$ cat config.mk
export PLATFORM = sky130hd
export DESIGN_NAME = dma_disk_command_decoder
export DESIGN_NICKNAME = d
export VERILOG_FILES = /design/src/rtl/dcd_pkg.sv /design/src/rtl/dcd_regs.sv /design/src/rtl/dcd_exec.sv /design/src/rtl/dma_disk_command_decoder.sv
export SDC_FILE = /design/constraint.sdc
export NUM_CORES = 1
export LEC_CHECK = 0
export ABC_CLOCK_PERIOD_IN_PS = 5500
export BUFFER_PORTS_ARGS = -buffer_cell sky130_fd_sc_hd__buf_2
export CORE_ASPECT_RATIO = 0.75
export CORE_MARGIN = 5
export CORE_UTILIZATION = 45
export CTS_BUF_LIST = sky130_fd_sc_hd__clkbuf_4 sky130_fd_sc_hd__clkbuf_8 sky130_fd_sc_hd__clkbuf_16
export DETAILED_ROUTE_END_ITERATION = 12
export GPL_ROUTABILITY_DRIVEN = 0
export GPL_TIMING_DRIVEN = 1
export PLACE_DENSITY = 0.76
export SKIP_LAST_GASP = 1
export SLEW_MARGIN = 20
export SYNTH_ARGS = -nofsm -noshare
export SYNTH_HDL_FRONTEND = slang
export SYNTH_SLANG_ARGS = --single-unit
$ cat constraint.sdc
create_clock -name clk -period 5.5 [get_ports clk]
set_clock_uncertainty 0.15 [all_clocks]
set_input_delay 0.275 -clock clk [delete_from_list [all_inputs] [get_ports clk]]
set_output_delay 0.275 -clock clk [all_outputs]
set_load 0.02 [all_outputs]
$ cat src/rtl/dcd_pkg.sv
// dcd_pkg: shared types and constants of the disk command decoder
`default_nettype none

package dcd_pkg;

	localparam int CMD_LEN     = 6;
	localparam int IDX_W       = 3;
	localparam int CLIENT_W    = 6;
	localparam int OFFSET_W    = 21;
	localparam int SECTORS_W   = 22;
	localparam int TICKS_W     = 16;
	localparam int MASK_W      = 64;
	localparam int PADDR_W     = 5;
	localparam int PDATA_W     = 64;

	localparam logic [IDX_W-1:0] LAST_IDX = 3'(CMD_LEN - 1);

	localparam logic [2:0] ST_OK        = 3'd0;
	localparam logic [2:0] ST_BAD_OPCODE = 3'd1;
	localparam logic [2:0] ST_BAD_ARG   = 3'd2;
	localparam logic [2:0] ST_BAD_DRIVE = 3'd3;
	localparam logic [2:0] ST_DATA_ERR  = 3'd4;

	localparam logic [4:0] OPC_TEST_READY = 5'h00;
	localparam logic [4:0] OPC_REZERO     = 5'h01;
	localparam logic [4:0] OPC_SENSE      = 5'h03;
	localparam logic [4:0] OPC_READ       = 5'h08;
	localparam logic [4:0] OPC_WRITE      = 5'h0a;
	localparam logic [4:0] OPC_SEEK       = 5'h0b;
	localparam logic [4:0] OPC_START_STOP = 5'h1b;

	localparam logic [1:0] REG_PRESENT = 2'd0;
	localparam logic [1:0] REG_TAPE    = 2'd1;
	localparam logic [1:0] REG_SECTORS = 2'd2;
	localparam logic [1:0] REG_TICKS   = 2'd3;

	localparam logic [TICKS_W-1:0] TICKS_RESET = 16'd100;

	typedef struct packed {
		logic       op;
		logic [7:0] data_byte;
	} cmd_t;

	typedef struct packed {
		logic [2:0]          status_code;
		logic                irq_assert;
		logic                byte_ignored;
		logic                busy_res;
		logic                transfer_start;
		logic                is_write;
		logic [CLIENT_W-1:0] target_client;
		logic [OFFSET_W-1:0] sector_offset;
		logic [7:0]          sector_count;
	} res_t;

	typedef struct packed {
		logic [MASK_W-1:0]    present_mask;
		logic [MASK_W-1:0]    tape_mask;
		logic [SECTORS_W-1:0] disk_sectors;
		logic [TICKS_W-1:0]   busy_ticks;
	} cfg_t;

endpackage

`default_nettype wire

$ cat src/rtl/dcd_regs.sv
// dcd_regs: configuration register file behind the apb-style port
`default_nettype none

module dcd_regs
	import dcd_pkg::*;
(
	input  wire logic               clk,
	input  wire logic               arst_n,
	input  wire logic               psel,
	input  wire logic               penable,
	input  wire logic               pwrite,
	input  wire logic [PADDR_W-1:0] paddr,
	input  wire logic [PDATA_W-1:0] pwdata,
	output logic      [PDATA_W-1:0] prdata,
	output logic                    pready,
	output cfg_t                    cfg
);

	cfg_t        cfg_q;
	logic        wr_en;
	logic [1:0]  reg_sel;

	assign pready  = 1'b1;
	assign wr_en   = psel & penable & pwrite;
	assign reg_sel = paddr[4:3];
	assign cfg     = cfg_q;

	always_ff @(posedge clk or negedge arst_n) begin
		if (!arst_n) begin
			cfg_q.present_mask <= '0;
			cfg_q.tape_mask    <= '0;
			cfg_q.disk_sectors <= '0;
			cfg_q.busy_ticks   <= TICKS_RESET;
		end else if (wr_en) begin
			case (reg_sel)
				REG_PRESENT: cfg_q.present_mask <= pwdata[MASK_W-1:0];
				REG_TAPE:    cfg_q.tape_mask    <= pwdata[MASK_W-1:0];
				REG_SECTORS: cfg_q.disk_sectors <= pwdata[SECTORS_W-1:0];
				REG_TICKS:   cfg_q.busy_ticks   <= pwdata[TICKS_W-1:0];
				default: begin
				end
			endcase
		end
	end

	always_comb begin
		case (reg_sel)
			REG_PRESENT: prdata = cfg_q.present_mask;
			REG_TAPE:    prdata = cfg_q.tape_mask;
			REG_SECTORS: prdata = {{(PDATA_W-SECTORS_W){1'b0}}, cfg_q.disk_sectors};
			REG_TICKS:   prdata = {{(PDATA_W-TICKS_W){1'b0}}, cfg_q.busy_ticks};
			default:     prdata = '0;
		endcase
	end

endmodule

`default_nettype wire

$ cat src/rtl/dcd_exec.sv
// dcd_exec: input register, command gather and decode, controller state, result register
`default_nettype none

module dcd_exec
	import dcd_pkg::*;
#(
	parameter int CLIENT_SLOTS = 64
) (
	input  wire logic clk,
	input  wire logic arst_n,
	input  wire cfg_t cfg,
	input  wire logic cmd_valid,
	output logic      cmd_stall,
	input  wire cmd_t cmd,
	output logic      res_valid,
	input  wire logic res_stall,
	output res_t      res
);

	localparam logic [CLIENT_W:0] SLOTS = (CLIENT_W+1)'(CLIENT_SLOTS);
	localparam logic [MASK_W-1:0] SLOT_MASK = (CLIENT_SLOTS >= MASK_W) ? '1 :
		((MASK_W'(1) << CLIENT_SLOTS) - MASK_W'(1));

	// input stage
	logic s1_valid_q;
	cmd_t cmd_s1;

	// controller state
	logic [7:0]         cmd_bytes_q [CMD_LEN-1];
	logic [IDX_W-1:0]   byte_idx_q;
	logic               busy_q;
	logic [TICKS_W-1:0] busy_cnt_q;
	logic [2:0]         status_q;

	// result stage
	logic res_valid_q;
	res_t res_s2;

	logic advance;

	logic [IDX_W-1:0]   idx_d;
	logic               busy_d;
	logic [TICKS_W-1:0] busy_cnt_d;
	logic [2:0]         status_d;
	logic               store_byte;
	res_t               r;

	logic [7:0]           b0, b1, b2, b3, b4, b5;
	logic [4:0]           opc;
	logic [OFFSET_W-1:0]  off;
	logic [SECTORS_W-1:0] off_x;
	logic [SECTORS_W-1:0] cnt_x;
	logic [SECTORS_W-1:0] ds;
	logic [SECTORS_W-1:0] avail;
	logic [SECTORS_W-1:0] left;
	logic [CLIENT_W-1:0]  client;
	logic                 any_present;
	logic                 client_ok;
	logic                 tape;
	logic [TICKS_W-1:0]   ticks_eff;
	logic [TICKS_W-1:0]   cnt_dec;

	assign advance   = s1_valid_q & (~res_valid_q | ~res_stall);
	assign cmd_stall = s1_valid_q & ~advance;
	assign res_valid = res_valid_q;
	assign res       = res_s2;

	always_comb begin
		b0 = cmd_bytes_q[0];
		b1 = cmd_bytes_q[1];
		b2 = cmd_bytes_q[2];
		b3 = cmd_bytes_q[3];
		b4 = cmd_bytes_q[4];
		b5 = cmd_s1.data_byte;
		opc    = b0[4:0];
		off    = {b1[4:0], b2, b3};
		off_x  = {1'b0, off};
		cnt_x  = {{(SECTORS_W-8){1'b0}}, b4};
		ds     = cfg.disk_sectors;
		client = {b0[7:5], b1[7:5]};
		tape   = cfg.tape_mask[client];
		any_present = |(cfg.present_mask & SLOT_MASK);
		client_ok   = ({1'b0, client} < SLOTS) & cfg.present_mask[client];
		avail = (off_x < ds) ? (ds - off_x) : '0;
		left  = ds - off_x;
		ticks_eff = (cfg.busy_ticks == '0) ? TICKS_W'(1) : cfg.busy_ticks;
		cnt_dec   = (busy_cnt_q != '0) ? (busy_cnt_q - TICKS_W'(1)) : busy_cnt_q;

		idx_d      = byte_idx_q;
		busy_d     = busy_q;
		busy_cnt_d = busy_cnt_q;
		status_d   = status_q;
		store_byte = 1'b0;
		r          = '0;

		if (cmd_s1.op) begin
			if (busy_q) begin
				busy_cnt_d = cnt_dec;
				if (cnt_dec == '0) begin
					busy_d       = 1'b0;
					r.irq_assert = 1'b1;
				end
			end
		end else if (!any_present || busy_q) begin
			r.byte_ignored = 1'b1;
		end else if (byte_idx_q != LAST_IDX) begin
			store_byte   = 1'b1;
			idx_d        = byte_idx_q + IDX_W'(1);
			r.irq_assert = 1'b1;
		end else begin
			idx_d           = '0;
			r.target_client = client;
			if (!client_ok) begin
				status_d     = ST_BAD_DRIVE;
				r.irq_assert = 1'b1;
			end else begin
				busy_d     = 1'b1;
				busy_cnt_d = ticks_eff;
				if (b5 != 8'd0) begin
					status_d = ST_BAD_ARG;
				end else begin
					case (opc)
						OPC_TEST_READY, OPC_REZERO, OPC_SENSE, OPC_START_STOP, OPC_SEEK: begin
							status_d = ST_OK;
						end
						OPC_READ, OPC_WRITE: begin
							r.is_write = (opc == OPC_WRITE);
							if (tape) begin
								if (off == '0) begin
									status_d   = ST_DATA_ERR;
									r.is_write = 1'b0;
								end else begin
									status_d         = ST_OK;
									r.transfer_start = 1'b1;
									r.sector_offset  = off - OFFSET_W'(1);
									r.sector_count   = b4;
								end
							end else if (opc == OPC_READ) begin
								r.transfer_start = 1'b1;
								r.sector_offset  = off;
								if (cnt_x > avail) begin
									status_d       = ST_DATA_ERR;
									r.sector_count = avail[7:0];
								end else begin
									status_d       = ST_OK;
									r.sector_count = b4;
								end
							end else if (off_x > ds) begin
								status_d   = ST_DATA_ERR;
								r.is_write = 1'b0;
							end else begin
								status_d         = ST_OK;
								r.transfer_start = 1'b1;
								r.sector_offset  = off;
								r.sector_count   = ((off_x + cnt_x) > ds) ? left[7:0] : b4;
							end
						end
						default: begin
							status_d = ST_BAD_OPCODE;
						end
					endcase
				end
			end
		end

		r.status_code = status_d;
		r.busy_res    = busy_d;
	end

	always_ff @(posedge clk or negedge arst_n) begin
		if (!arst_n) begin
			s1_valid_q  <= 1'b0;
			res_valid_q <= 1'b0;
			byte_idx_q  <= '0;
			busy_q      <= 1'b0;
			busy_cnt_q  <= '0;
			status_q    <= ST_OK;
		end else begin
			if (!cmd_stall) begin
				s1_valid_q <= cmd_valid;
			end
			if (!res_valid_q || !res_stall) begin
				res_valid_q <= s1_valid_q;
			end
			if (advance) begin
				byte_idx_q <= idx_d;
				busy_q     <= busy_d;
				busy_cnt_q <= busy_cnt_d;
				status_q   <= status_d;
			end
		end
	end

	always_ff @(posedge clk) begin
		if (cmd_valid && !cmd_stall) begin
			cmd_s1 <= cmd;
		end
		if (advance) begin
			res_s2 <= r;
		end
		if (advance && store_byte) begin
			cmd_bytes_q[byte_idx_q] <= cmd_s1.data_byte;
		end
	end

endmodule

`default_nettype wire

$ cat src/rtl/dma_disk_command_decoder.sv
// dma_disk_command_decoder: top level of the disk command decoder
`default_nettype none

// Every beat on the cmd channel (a command byte or a time tick) yields exactly one beat on
// the res channel, in order. A beat is registered, decoded by one level of logic against the
// controller state and registered again. One beat can be accepted every cycle unless res is
// stalled; the result register lets a new beat enter while the previous result still waits.
// Six command bytes form a command; drive presence, tape flags, disk size and busy time come
// from the apb registers, which the user must write only while idle; the block does not enforce it.

module dma_disk_command_decoder
	import dcd_pkg::*;
#(
	parameter int CLIENT_SLOTS = 64
) (
	input  wire logic               clk,
	input  wire logic               arst_n,
	input  wire logic               cmd_valid,
	output logic                    cmd_stall,
	input  wire cmd_t               cmd,
	output logic                    res_valid,
	input  wire logic               res_stall,
	output res_t                    res,
	input  wire logic               psel,
	input  wire logic               penable,
	input  wire logic               pwrite,
	input  wire logic [PADDR_W-1:0] paddr,
	input  wire logic [PDATA_W-1:0] pwdata,
	output logic      [PDATA_W-1:0] prdata,
	output logic                    pready
);

	cfg_t cfg;

	dcd_regs u_regs (
		.clk     (clk),
		.arst_n  (arst_n),
		.psel    (psel),
		.penable (penable),
		.pwrite  (pwrite),
		.paddr   (paddr),
		.pwdata  (pwdata),
		.prdata  (prdata),
		.pready  (pready),
		.cfg     (cfg)
	);

	dcd_exec #(
		.CLIENT_SLOTS (CLIENT_SLOTS)
	) u_exec (
		.clk       (clk),
		.arst_n    (arst_n),
		.cfg       (cfg),
		.cmd_valid (cmd_valid),
		.cmd_stall (cmd_stall),
		.cmd       (cmd),
		.res_valid (res_valid),
		.res_stall (res_stall),
		.res       (res)
	);

`ifndef SYNTH
	a_xfer_busy: assert property (@(posedge clk) disable iff (!arst_n)
		res_valid && res.transfer_start |-> res.busy_res
			&& (res.status_code == ST_OK || res.status_code == ST_DATA_ERR))
		else $error("transfer without busy or with bad status");

	a_ignored_quiet: assert property (@(posedge clk) disable iff (!arst_n)
		res_valid && res.byte_ignored |-> !res.irq_assert && !res.transfer_start
			&& res.target_client == '0)
		else $error("dropped byte with side effects");

	a_no_xfer_zero: assert property (@(posedge clk) disable iff (!arst_n)
		res_valid && !res.transfer_start |-> !res.is_write
			&& res.sector_offset == '0 && res.sector_count == '0)
		else $error("transfer fields set without transfer");
`endif

endmodule

`default_nettype wire

# Word level (Yosys, flattened, before mapping)
# Memories as Yosys holds them, arrays and structs flattened.
# Cells that the tools add are included.
# W data, S select, Z words.
# totals
register_bits	243
ram_bits	40
input_bits	85
output_inout_bits	110
elab_cells	140
memories	1
# op_classes
add_sub_neg	5
n_lt_le_gt_ge	5
n_eq_ne	13
muxes	56
bitwise	12
n_reduce_logical	27
# mem_list
memory	words	word_bits	read_ports	rd_ports_with_merged_regs	write_ports	line	text
u_exec.cmd_bytes_q	5	8	5	0	1	dcd_exec.sv:29	logic [7:0] cmd_bytes_q [CMD_LEN-1];
# ops
op	n
$pmux W64 S4	1
$mux W29	4
$mux W16	7
$reduce_or A64 Y1	1
$mux W3	11
$logic_not A16 Y1	2
$mux W1	26
$add A21 B8 Y22	1
$gt A21 B22 Y1	1
$gt A22 B22 Y1	1
$gt A8 B22 Y1	1
$lt A21 B22 Y1	1
$mux W22	1
$sub A22 B21 Y22	1
$logic_not A21 Y1	1
$sub A21 B1 Y21 const B	1
$mux W8	2
$reduce_bool A16 Y1	1
$sub A16 B1 Y16 const B	1
$eq A5 B4 Y1 const B	3
$bmux W1 S6	2
$reduce_and A2 Y1	4
$reduce_bool A8 Y1	1
$lt A6 B7 Y1 const B	1
other kinds (26)	42

# Longest topological paths before layout
# Gate-level depths: netlist of the first run.
# An unclocked memory read counts as a cell.
# logic_depth
depth_word	13
depth_mapped	25
depth_no_buf	25

# Hierarchy
# A second synthesis of the first run with hierarchy kept.
# hier_totals
hier_cells	1524
area_unflattened_um2	17152.7
# modules_own_cells
mod	n_inst	cells_each	area_each_um2	seq_area_each_um2
dcd_exec	1	1032	9575.4	3388.2
dcd_regs	1	492	7577.3	4157.7

# Least setup slack after synthesis of the first run
# No wires, ideal clock.
# synth_timing
path_type	register -> register
start	mem u_exec.cmd_bytes_q[3][0]
end	reg u_exec.res_s2, in the netlist u_exec.res[1] (data pin)
setup_ps	257
arrival_time_ps	4163
t_required_ps	5093
path_slack_ps	931
path_stages_with_launch	22
n_path_buf	0
period_less_slack_ps	4569
cell_sequence	edfxtp_1 -> ha_1 -> inv_1 -> fa_1 -> a211oi_1 -> o21ai_1 -> a211o_1 -> a21boi_0 -> o21ai_0 -> nor2b_1 -> ha_1 -> nand4_1 -> nor3_1 -> a21oi_1 -> o21ai_0 -> nand4b_1 -> nor4_1 -> and4_1 -> nor2_1 -> a32o_1 -> o21ai_0 -> nor2_1
# synth_rtl
item	line	text
from (decl)	dcd_exec.sv:29	
to (signal assigned)	dcd_exec.sv:199	res_s2 <= r;
to (decl)	dcd_exec.sv:37	res_t res_s2;

==> flow_summary.rst, run 1 <==
.. list-table::
   :header-rows: 1

   * - Metric
     - Value
   * - Maximum number of pins on one net before global-route repair
     - 132
   * - Count of standard-cell rows
     - 61
   * - Highest-count cells in the layout ignoring fill and taps
     - 188 x sky130_fd_sc_hd__buf_2, 188 x sky130_fd_sc_hd__dfrtp_1, 168 x sky130_fd_sc_hd__mux2_2
   * - Count of final setup violators
     - 0
   * - Portion of total power attributed to the clock network
     - 30.9%
   * - Critical path endpoint category
     - flip-flop
   * - Layout overhead on the synthesized area
     - 20.6%
   * - Area enclosed by the die boundary
     - 41000 um^2
   * - Fraction of power spent switching nets
     - 33.4%
   * - Mean Syn Cell Area
     - 11.2 um^2
   * - Later-pin clock latency in the skew report
     - 0.59 ns
   * - Internal power summed over all cells
     - 4820 uW
   * - Pins Over Slew Limit
     - 0
   * - Fraction of final layout cells with drive strength greater than 1
     - 29.7%
   * - Number of synthesized flops with an enable pin
     - 92
   * - Routed via count
     - 13.8k
   * - RR Startpoint
     - u_exec.cmd_bytes_q[2][4]$_DFFE_PP_
   * - Timing-limited maximum frequency
     - 190 MHz
   * - Port Buf Inserts
     - 190
   * - Fin crit share
     - 95.9%
   * - Primary flip-flop cell chosen by synthesis mapping
     - sky130_fd_sc_hd__dfrtp_1
   * - CP arrival
     - 5.43 ns
   * - Number of max-cap violations
     - 0
   * - Final-stage net count
     - 1889
   * - Ys async rst share
     - 67.5%
   * - Number of warning messages in the yosys log
     - 0
   * - Overall track demand over capacity in global routing
     - 24.4%
   * - Final Hold Fails
     - 21
   * - Core outline area
     - 36800 um^2
   * - Die span in y
     - 177 um
   * - Cell leakage power
     - 0.00853 uW
   * - Root buf cell
     - sky130_fd_sc_hd__clkbuf_16
   * - Initial antenna violation count
     - 3
   * - Required time worst endpoint
     - 5.66 ns
   * - Critical path class
     - reg2reg
   * - Kind of launch point of the worst setup path
     - flip-flop
   * - Critical path peak fanout
     - 10
   * - Period minus WS final
     - 5.28 ns
   * - Net count of the mapped netlist
     - 1634
   * - Run status
     - complete, but fails checks
   * - Sw Pwr
     - 2420 uW
   * - CTS tree
     - done
   * - CTS sink cnt
     - 283
   * - Maximum buffer depth of the clock tree
     - 3
   * - Final std cells w/o fill
     - 2270
   * - DIE WIDTH
     - 232 um
   * - Number of unique standard cell types used by synthesis
     - 82
   * - Setup repair after global routing missed its margin
     - yes
   * - Via count of the first global-routing pass
     - 13.4k
   * - Number of DRC markers after the initial detailed-route iteration
     - 1642
   * - Hold Crit Class
     - in2async
   * - Average wire length per cell after detail routing
     - 22.7 um
   * - Number of routed nets with antenna violations
     - 0
   * - TritonCTS Buffers
     - 29
   * - Wire length of the first global-routing pass
     - 79000 um
   * - Number of fillers in the final layout
     - 3118
   * - Boundary Pins
     - 195
   * - Multi-input gate area in the final layout
     - 8490 um^2
   * - Total global routing overflow
     - 0
   * - Combined flip-flop and latch cell area
     - 7550 um^2
   * - Starting density of the core
     - 45.3%
   * - Total negative setup slack
     - 0 ns
   * - Number of cells traversed by the worst register-to-register path
     - 21
   * - Hold slack
     - -0.00888 ns
   * - Length of the first detailed-routing pass in iterations
     - 12
   * - Post-DP HPWL
     - 37900 um
   * - Register-to-Register Setup Slack
     - 0.22 ns
   * - Share of synthesized area occupied by flip-flops and latches
     - 45.3%
   * - Violations in the final reports
     - negative hold slack
   * - Rel. slew slack
     - 34.3%
   * - Logic gate share of total power
     - 27.6%
   * - Clock-pin slew on the worst setup and hold paths
     - 0.07 ns
   * - Crit Reg-Reg Endpoint
     - u_exec.res[42]$_DFFE_PP_
   * - Power density over the cells
     - 361 nW/um^2
   * - Total placed cells including tap cells
     - 2132
   * - Remaining design rule violation count
     - 0
   * - Part of the power in registers
     - 41.5%
   * - Cell count after synthesis
     - 1485
   * - Maximum resistive drop on vdd
     - 0.279 mV
   * - Transition time at the pin with the least slew margin
     - 0.986 ns
   * - Total detailed-routing wirelength
     - 51400 um
   * - Number of flip-flops and latches in the synthesized netlist
     - 283
   * - Vias per inst
     - 6.08
   * - Area of the mapped netlist
     - 16700 um^2
   * - H-tree levels
     - 1
cells in the mapped netlist (all sizes together), types with 27 or more instances:
cell | n | share of area [%]
a21oi | 86 | 2.6
buf | 27 | 1.1
clkbuf | 52 | 1.2
dfrtp | 188 | 28
edfxtp | 92 | 17
ha | 62 | 4.7
inv | 76 | 1.7
mux2 | 168 | 11
mux2i | 52 | 3.1
mux4 | 48 | 6.5
nand2 | 73 | 1.7
nor2 | 115 | 2.7
nor3 | 31 | 0.99
nor4 | 35 | 1.3
o21ai | 71 | 2.2
per-stage QoR:
stage | hold WS, ns | util, % | setup WS, ns | instance area [um^2] | total power [uW]
finish | -0.00888 | 54.6 | 0.224 | 20100 | 7240
global route | 0.00619 | 54.6 | -0.000240 | 20100 | 7570
CTS | 0.229 | 54.4 | 0.228 | 20000 | 7210
detailed placement | 0.307 | 49.3 | 0.246 | 18100 | 4920
global placement | 0.304 | 49.3 | 0.397 | 18100 | 4830
floorplan | -0.171 | - | 0.931 | 16700 | 4220
per-layer routing:
layer	track usage, %	share of wire, %
met1	35.7	42
met2	37.3	44
met5	0	0
met4	4.77	2.5
met3	6.33	11
worst max-delay path by stage:
| stage | start | slack [ns] | to |
|---|---|---|---|
| final | u_exec.cmd_bytes_q[2][4]$_DFFE_PP_ | 0.22 | u_exec.res[42]$_DFFE_PP_ |
| after floorplan | u_exec.cmd_bytes_q[3][0]$_DFFE_PP_ | 0.93 | u_exec.res[1]$_SDFFCE_PP0P_ |
| after global placement | u_exec.cmd_bytes_q[3][0]$_DFFE_PP_ | 0.40 | u_exec.res[1]$_SDFFCE_PP0P_ |
| after detailed placement | u_exec.cmd_bytes_q[4][1]$_DFFE_PP_ | 0.25 | u_exec.res[1]$_SDFFCE_PP0P_ |
| after global routing | u_exec.cmd_bytes_q[3][0]$_DFFE_PP_ | -0.0002 | u_exec.res[2]$_SDFFCE_PP0P_ |
| after CTS | u_exec.cmd_bytes_q[4][1]$_DFFE_PP_ | 0.23 | u_exec.res[1]$_SDFFCE_PP0P_ |
power by group through the flow:
stage | Combinational [uW] | Sequential [uW] | Clock [uW]
6_report | 2000 | 3000 | 2240
5_1_grt | 2170 | 3040 | 2360
4_1_cts | 1960 | 2980 | 2260
3_5_place_dp | 1900 | 3020 | 0
3_3_place_gp | 1840 | 2980 | 0
2_1_floorplan | 1390 | 2830 | 0
layout make-up:
cell class | instances | share of cell area, %
flip-flops and latches | 283 | 37.6
well taps | 504 | 3.14
diodes | 3 | 0.0374
multi-input cells | 1047 | 42.2
clock buffers | 41 | 4.43
inverters | 76 | 1.42
repair buffers | 303 | 10.1
clock inverters | 13 | 1.03
logic make-up (layout without fill, tap and decap cells):
group | count (synthesis) | after routing | share of synthesized area, %
other | 1 | 4 | 0.0225
AO/OA/AOI/OAI | 280 | 280 | 10.7
buffers and inverters | 155 | 433 | 3.98
multiplexers | 268 | 268 | 21.0
AND/OR/NAND/NOR | 400 | 400 | 12.3
flip-flops | 283 | 283 | 45.3
adder cells (fa/ha/maj) | 64 | 64 | 4.90
XOR/XNOR | 34 | 34 | 1.79
flip-flops by register name (all words and copies together) (netlist names), 3 cells and up:
name,flops
u_regs.cfg,166
u_exec.res,43
u_exec.busy_cnt_q,16
u_exec.byte_idx_q,3
u_exec.cmd_bytes_q,40
u_exec.b5,8
u_exec.status_q,3
worst max-delay path, stage by stage, from the launching register on:
cell and delay, ns:
sky130_fd_sc_hd__edfxtp_1 0.45, sky130_fd_sc_hd__inv_1 0.19, sky130_fd_sc_hd__ha_1 0.45, sky130_fd_sc_hd__nand4_1 0.19, sky130_fd_sc_hd__or3_1 0.49, sky130_fd_sc_hd__o41a_1 0.40, sky130_fd_sc_hd__o211ai_1 0.09, sky130_fd_sc_hd__nand2_1 0.25
sky130_fd_sc_hd__nand2_1 0.15, sky130_fd_sc_hd__ha_1 0.24, sky130_fd_sc_hd__nor2b_1 0.13, sky130_fd_sc_hd__o21bai_1 0.14, sky130_fd_sc_hd__a21oi_1 0.09, sky130_fd_sc_hd__o21ai_0 0.37, sky130_fd_sc_hd__nand4b_1 0.18, sky130_fd_sc_hd__nor4_1 0.06
sky130_fd_sc_hd__and4_1 0.19, sky130_fd_sc_hd__nor2_1 0.23, sky130_fd_sc_hd__o21ai_0 0.14, sky130_fd_sc_hd__buf_4 0.16, sky130_fd_sc_hd__nand3b_1 0.16, sky130_fd_sc_hd__o21ai_0 0.11
repair_timing:
action,in CTS,in global routing
gates resized for setup,0,7
hold endpoints to repair,304,0
buffers inserted,0,3
hold buffers,77,0
endpoints found under the setup margin,0,10
No activity file was read; power rests on OpenSTA's default activity.
==> run 2: changes to the inputs <==
--- a/config.mk
+++ b/config.mk
@@ -9,12 +9,12 @@
 export BUFFER_PORTS_ARGS = -buffer_cell sky130_fd_sc_hd__buf_2
 export CORE_ASPECT_RATIO = 0.75
 export CORE_MARGIN = 5
-export CORE_UTILIZATION = 45
+export CORE_UTILIZATION = 34
 export CTS_BUF_LIST = sky130_fd_sc_hd__clkbuf_4 sky130_fd_sc_hd__clkbuf_8 sky130_fd_sc_hd__clkbuf_16
 export DETAILED_ROUTE_END_ITERATION = 12
 export GPL_ROUTABILITY_DRIVEN = 0
 export GPL_TIMING_DRIVEN = 1
-export PLACE_DENSITY = 0.76
+export PLACE_DENSITY = 0.63
 export SKIP_LAST_GASP = 1
 export SLEW_MARGIN = 20
 export SYNTH_ARGS = -nofsm -noshare
==> flow_summary.rst, run 2 (synthesized netlist as in run 1, its figures left out) <==
.. list-table::
   :header-rows: 1

   * - Metric
     - Value
   * - Run status
     - complete, no violations
   * - Total placed cells including tap cells
     - 2280
   * - Post-detailed-placement cell area
     - 18400 um^2
   * - Fin crit share
     - 94.9%
   * - Required time worst endpoint
     - 5.61 ns
   * - CP arrival
     - 5.32 ns
   * - Count of final setup violators
     - 0
   * - Average wire length per cell after detail routing
     - 21.8 um
   * - Via count of the first global-routing pass
     - 13.3k
   * - Setup slack at placement
     - 0.297 ns
   * - Number of max-cap violations
     - 0
   * - Wire length of the first global-routing pass
     - 80500 um
   * - CTS sink cnt
     - 283
   * - Boundary Pins
     - 195
   * - Routed via count
     - 13.5k
   * - Length of the first detailed-routing pass in iterations
     - 6
   * - Port Buf Inserts
     - 190
   * - Vias per inst
     - 5.57
   * - Critical path endpoint category
     - flip-flop
   * - Hold slack
     - 0.220 ns
   * - Root buf cell
     - sky130_fd_sc_hd__clkbuf_16
   * - Final-stage net count
     - 1896
   * - Post-DP HPWL
     - 39500 um
   * - Area enclosed by the die boundary
     - 53600 um^2
   * - N_diodes
     - 0
   * - PnR worst setup slack
     - 0.283 ns
   * - Power density over the cells
     - 359 nW/um^2
   * - Total global routing overflow
     - 0
   * - Layout overhead on the synthesized area
     - 21.9%
   * - Critical path peak fanout
     - 10
   * - Number of fillers in the final layout
     - 4606
   * - Post-layout instance area
     - 20300 um^2
   * - Cell leakage power
     - 0.00855 uW
   * - Pins Over Slew Limit
     - 0
   * - Hold Crit Class
     - in2async
   * - Die span in y
     - 202 um
   * - Remaining design rule violation count
     - 0
   * - Timing-limited maximum frequency
     - 192 MHz
   * - Later-pin clock latency in the skew report
     - 0.55 ns
   * - Final Hold Fails
     - 0
   * - Total detailed-routing wirelength
     - 52700 um
   * - Initial antenna violation count
     - 0
   * - Number of routed nets with antenna violations
     - 0
   * - Maximum resistive drop on vdd
     - 0.189 mV
   * - DIE WIDTH
     - 266 um
   * - CTS tree
     - done
   * - Starting density of the core
     - 34.3%
   * - Count of standard-cell rows
     - 70
   * - H-tree levels
     - 2
   * - Rel. slew slack
     - 32.8%
   * - Core outline area
     - 48600 um^2
   * - Final std cells w/o fill
     - 2418
   * - Maximum buffer depth of the clock tree
     - 3
   * - Transition time at the pin with the least slew margin
     - 1.01 ns
   * - Critical path class
     - reg2reg
   * - Number of DRC markers after the initial detailed-route iteration
     - 1113
   * - Fraction of final layout cells with drive strength greater than 1
     - 30.0%
   * - Kind of launch point of the worst setup path
     - flip-flop
   * - Highest-count cells in the layout ignoring fill and taps
     - 188 x sky130_fd_sc_hd__buf_2, 188 x sky130_fd_sc_hd__dfrtp_1, 168 x sky130_fd_sc_hd__mux2_2
   * - Flip-flop count of the largest register, all copies and words added
     - 166
   * - TritonCTS Buffers
     - 34
   * - Maximum number of pins on one net before global-route repair
     - 98
   * - End-of-flow core utilization
     - 41.8%
   * - Clock-pin slew on the worst setup and hold paths
     - 0.06 ns
   * - Setup repair after global routing missed its margin
     - yes
   * - Overall track demand over capacity in global routing
     - 19.1%
   * - Period minus WS final
     - 5.22 ns
run 2: worst max-delay path: stages (launching register included):
cell	delay [ns]
sky130_fd_sc_hd__edfxtp_1	0.42
sky130_fd_sc_hd__buf_4	0.15
sky130_fd_sc_hd__ha_1	0.15
sky130_fd_sc_hd__inv_1	0.06
sky130_fd_sc_hd__fa_1	0.44
sky130_fd_sc_hd__a211oi_2	0.29
sky130_fd_sc_hd__o21ai_1	0.14
sky130_fd_sc_hd__buf_4	0.17
sky130_fd_sc_hd__and2_1	0.14
sky130_fd_sc_hd__o211ai_1	0.17
sky130_fd_sc_hd__nand2_1	0.25
sky130_fd_sc_hd__nand2_1	0.15
sky130_fd_sc_hd__ha_1	0.25
sky130_fd_sc_hd__nor2b_1	0.13
sky130_fd_sc_hd__o21bai_1	0.12
sky130_fd_sc_hd__a21oi_1	0.08
sky130_fd_sc_hd__o21ai_0	0.37
sky130_fd_sc_hd__nand4b_1	0.21
sky130_fd_sc_hd__nor4_2	0.07
sky130_fd_sc_hd__and4_1	0.20
sky130_fd_sc_hd__nor2_1	0.23
sky130_fd_sc_hd__o21ai_0	0.14
sky130_fd_sc_hd__buf_4	0.17
sky130_fd_sc_hd__nand3b_1	0.13
sky130_fd_sc_hd__o21ai_0	0.12
run 2: per-stage QoR:
stage               TNS (ns)  total power (uW)
floorplan                  0              4220
global placement           0              4880
detailed placement         0              4940
CTS                        0              7300
global route          -0.304              7660
finish                     0              7280
run 2: worst paths after layout:
kind                                                    start                           end  slack [ns]  depth (start not counted)
max                        u_exec.cmd_bytes_q[3][0]$_DFFE_PP_      u_exec.res[42]$_DFFE_PP_        0.28                         24
min                                                    arst_n   u_regs.cfg[128]$_DFFE_PN0P_        0.22                          2
max reg2reg                u_exec.cmd_bytes_q[3][0]$_DFFE_PP_      u_exec.res[42]$_DFFE_PP_        0.28                         24
min reg2reg                     u_exec.s1_valid_q$_DFFE_PN0N_  u_exec.res_valid$_DFFE_PN0N_        0.35                          1
max in group asynchronous                              arst_n     u_regs.cfg[9]$_DFFE_PN0P_        3.66                          3
min in group clk                                       cmd[0]        u_exec.b5[0]$_DFFE_PP_        0.30                          2
run 2: layer usage:
metal  track usage [%]  vias up  share of wire [%]
li1                  -     6098                  -
met1              27.9     6792                 46
met2              28.2      523                 43
met3              5.48       65                9.3
met4              4.25        0                1.7
met5                 0        -                  0
run 2: final cells by class:
type                            count  area (um^2)  area share [%]
Tap cell                          648          811            3.99
Timing Repair Buffer              305         2040            10.1
Inverter                           76          285            1.41
Clock inverter                     16          181           0.894
Multi-Input combinational cell   1047         8480            41.8
Clock buffer                       43          948            4.67
Sequential cell                   283         7550            37.2
run 2: where the power goes:
part | internal (uW) | total [uW] | switching [uW] | leakage, uW
Sequential | 2550 | 3000 | 453 | 0.00319
Combinational | 916 | 2000 | 1080 | 0.00480
Clock | 1370 | 2290 | 913 | 0.000563
run 2: repair_timing:
item                                    CTS  global route
endpoints found under the hold margin   271             0
resized for setup                         0             5
hold buffers                             77             0
setup buffers                             0             2
endpoints found under the setup margin    0             9
==> run 3: changes to the inputs <==
--- a/config.mk
+++ b/config.mk
@@ -9,12 +9,12 @@
 export BUFFER_PORTS_ARGS = -buffer_cell sky130_fd_sc_hd__buf_2
 export CORE_ASPECT_RATIO = 0.75
 export CORE_MARGIN = 5
-export CORE_UTILIZATION = 34
+export CORE_UTILIZATION = 30
 export CTS_BUF_LIST = sky130_fd_sc_hd__clkbuf_4 sky130_fd_sc_hd__clkbuf_8 sky130_fd_sc_hd__clkbuf_16
 export DETAILED_ROUTE_END_ITERATION = 12
 export GPL_ROUTABILITY_DRIVEN = 0
 export GPL_TIMING_DRIVEN = 1
-export PLACE_DENSITY = 0.63
+export PLACE_DENSITY = 0.59
 export SKIP_LAST_GASP = 1
 export SLEW_MARGIN = 20
 export SYNTH_ARGS = -nofsm -noshare
==> constraint.sdc (replaced) <==
create_clock -name clk -period 5.5 [get_ports clk]
set_clock_uncertainty 0.15 [all_clocks]
set_input_delay 0.825 -clock clk [delete_from_list [all_inputs] [get_ports clk]]
set_output_delay 0.825 -clock clk [all_outputs]
set_load 0.02 [all_outputs]
==> flow_summary.rst, run 3 (synthesized netlist as in run 1, its figures left out) <==
.. list-table::
   :header-rows: 1

   * - Metric
     - Value
   * - Run status
     - complete, no violations
   * - CP arrival
     - 5.41 ns
   * - Number of max-cap violations
     - 0
   * - H-tree levels
     - 1
   * - Die span in y
     - 214 um
   * - Maximum resistive drop on vdd
     - 0.272 mV
   * - Core outline area
     - 54700 um^2
   * - Number of fillers in the final layout
     - 5383
   * - Final-stage net count
     - 1825
   * - Flip-flop count of the largest register, all copies and words added
     - 166
   * - Vias per inst
     - 5.46
   * - DIE WIDTH
     - 282 um
   * - Cts-stage hold buffer count
     - 0
   * - Length of the first detailed-routing pass in iterations
     - 6
   * - Required time worst endpoint
     - 5.70 ns
   * - Average wire length per cell after detail routing
     - 22.5 um
   * - TritonCTS Buffers
     - 31
   * - Period minus WS final
     - 5.21 ns
   * - Port Buf Inserts
     - 190
   * - Routed via count
     - 13.2k
   * - Combined flip-flop and latch cell area
     - 7550 um^2
   * - Maximum number of pins on one net before global-route repair
     - 105
   * - Cell leakage power
     - 0.00826 uW
   * - Clock-pin slew on the worst setup and hold paths
     - 0.07 ns
   * - Via count of the first global-routing pass
     - 13.1k
   * - Post-DP HPWL
     - 41400 um
   * - Total detailed-routing wirelength
     - 54700 um
   * - Maximum buffer depth of the clock tree
     - 3
   * - Later-pin clock latency in the skew report
     - 0.60 ns
   * - Remaining design rule violation count
     - 0
   * - Fin crit share
     - 94.7%
   * - Timing-limited maximum frequency
     - 192 MHz
   * - Delay of the slowest cell on the worst path
     - 0.51 ns
   * - Rel. slew slack
     - 30.3%
   * - Critical path endpoint category
     - flip-flop
   * - Power density over the cells
     - 370 nW/um^2
   * - Critical path's slowest cell
     - sky130_fd_sc_hd__edfxtp_1
   * - Pins Over Slew Limit
     - 0
   * - Count of standard-cell rows
     - 74
   * - Area enclosed by the die boundary
     - 60400 um^2
   * - Hold Crit Class
     - in2async
   * - Hold slack
     - 0.152 ns
   * - Number of DRC markers after the initial detailed-route iteration
     - 1298
   * - CTS tree
     - done
   * - Count of final setup violators
     - 0
   * - Family of cells with the greatest summed delay on the critical path
     - compound AO/OA/AOI/OAI gates
   * - Count of buffer and inverter cells on the critical path
     - 0
   * - Most used cell along the critical path
     - sky130_fd_sc_hd__nor2_1
   * - Transition time at the pin with the least slew margin
     - 1.05 ns
   * - Fraction of final layout cells with drive strength greater than 1
     - 31.7%
   * - Initial antenna violation count
     - 11
   * - Boundary Pins
     - 195
   * - Layout overhead on the synthesized area
     - 18.4%
   * - Highest-count cells in the layout ignoring fill and taps
     - 188 x sky130_fd_sc_hd__buf_2, 188 x sky130_fd_sc_hd__dfrtp_1, 168 x sky130_fd_sc_hd__mux2_2
   * - Multi-input gate area in the final layout
     - 8510 um^2
   * - Root buf cell
     - sky130_fd_sc_hd__clkbuf_16
   * - Critical path peak fanout
     - 6
   * - Final Hold Fails
     - 0
   * - Number of routed nets with antenna violations
     - 0
   * - Starting density of the core
     - 30.4%
   * - Wire length of the first global-routing pass
     - 82800 um
   * - CTS sink cnt
     - 283
   * - Kind of launch point of the worst setup path
     - flip-flop
   * - Total global routing overflow
     - 0
   * - Critical path class
     - reg2reg
   * - Total negative setup slack
     - 0 ns
   * - Pwr Total
     - 7290 uW
   * - Overall track demand over capacity in global routing
     - 17.4%
[run 3: per-layer routing]
layer	vias to the layer above	part of all wire [%]	GRT usage, %
met1	6653	45	25.5
met4	12	2.1	3.61
met2	556	44	26.2
met3	78	8.5	4.42
met5	-	0.12	0
li1	5945	-	-
[run 3: per-stage QoR]
stage	utilization [%]	cells	area [um^2]	setup WS, ns
final	36.0	2426	19700	0.292
after global routing	36.0	2424	19700	-0.0236
after CTS	35.9	2419	19600	0.134
after detailed placement	33.8	2361	18500	0.179
after global placement	33.8	2361	18500	0.333
after floorplan	-	1485	16700	0.931
[run 3: report_power, final]
part	internal (uW)	switching, uW	total, uW	leakage, uW
clock	1390	918	2310	0.000544
sequential	2550	452	3000	0.00319
combinational	889	1090	1980	0.00453
total	4830	2460	7290	0.00826
[run 3: final timing paths]
path,slack (ns),cells after the start,to,from
min in group clk,0.26,1,u_exec.b5[1]$_DFFE_PP_,cmd[1]
max in group asynchronous,3.82,2,u_regs.cfg[54]$_DFFE_PN0P_,arst_n
worst max-delay path,0.29,25,u_exec.res[2]$_SDFFCE_PP0P_,u_exec.cmd_bytes_q[3][0]$_DFFE_PP_
worst min-delay path,0.15,1,u_regs.cfg[152]$_DFFE_PN0P_,arst_n
worst max register to register,0.29,25,u_exec.res[2]$_SDFFCE_PP0P_,u_exec.cmd_bytes_q[3][0]$_DFFE_PP_
worst min register to register,0.36,1,u_exec.status_q[0]$_DFFE_PN0P_,u_exec.status_q[0]$_DFFE_PN0P_
[run 3: final cells by class]
cell class              instances  share of cell area, %
multi-input cells            1047                   43.2
flip-flops and latches        283                   38.3
repair buffers                237                   6.79
well taps                     722                   4.58
clock buffers                  33                   4.07
clock inverters                25                   1.65
inverters                      76                   1.45
diodes                          3                 0.0381
[run 3: timing repair]
item / CTS / global route
setup buffers: 0 / 4
endpoints found under the setup margin: 0 / 10
resized for setup: 0 / 11
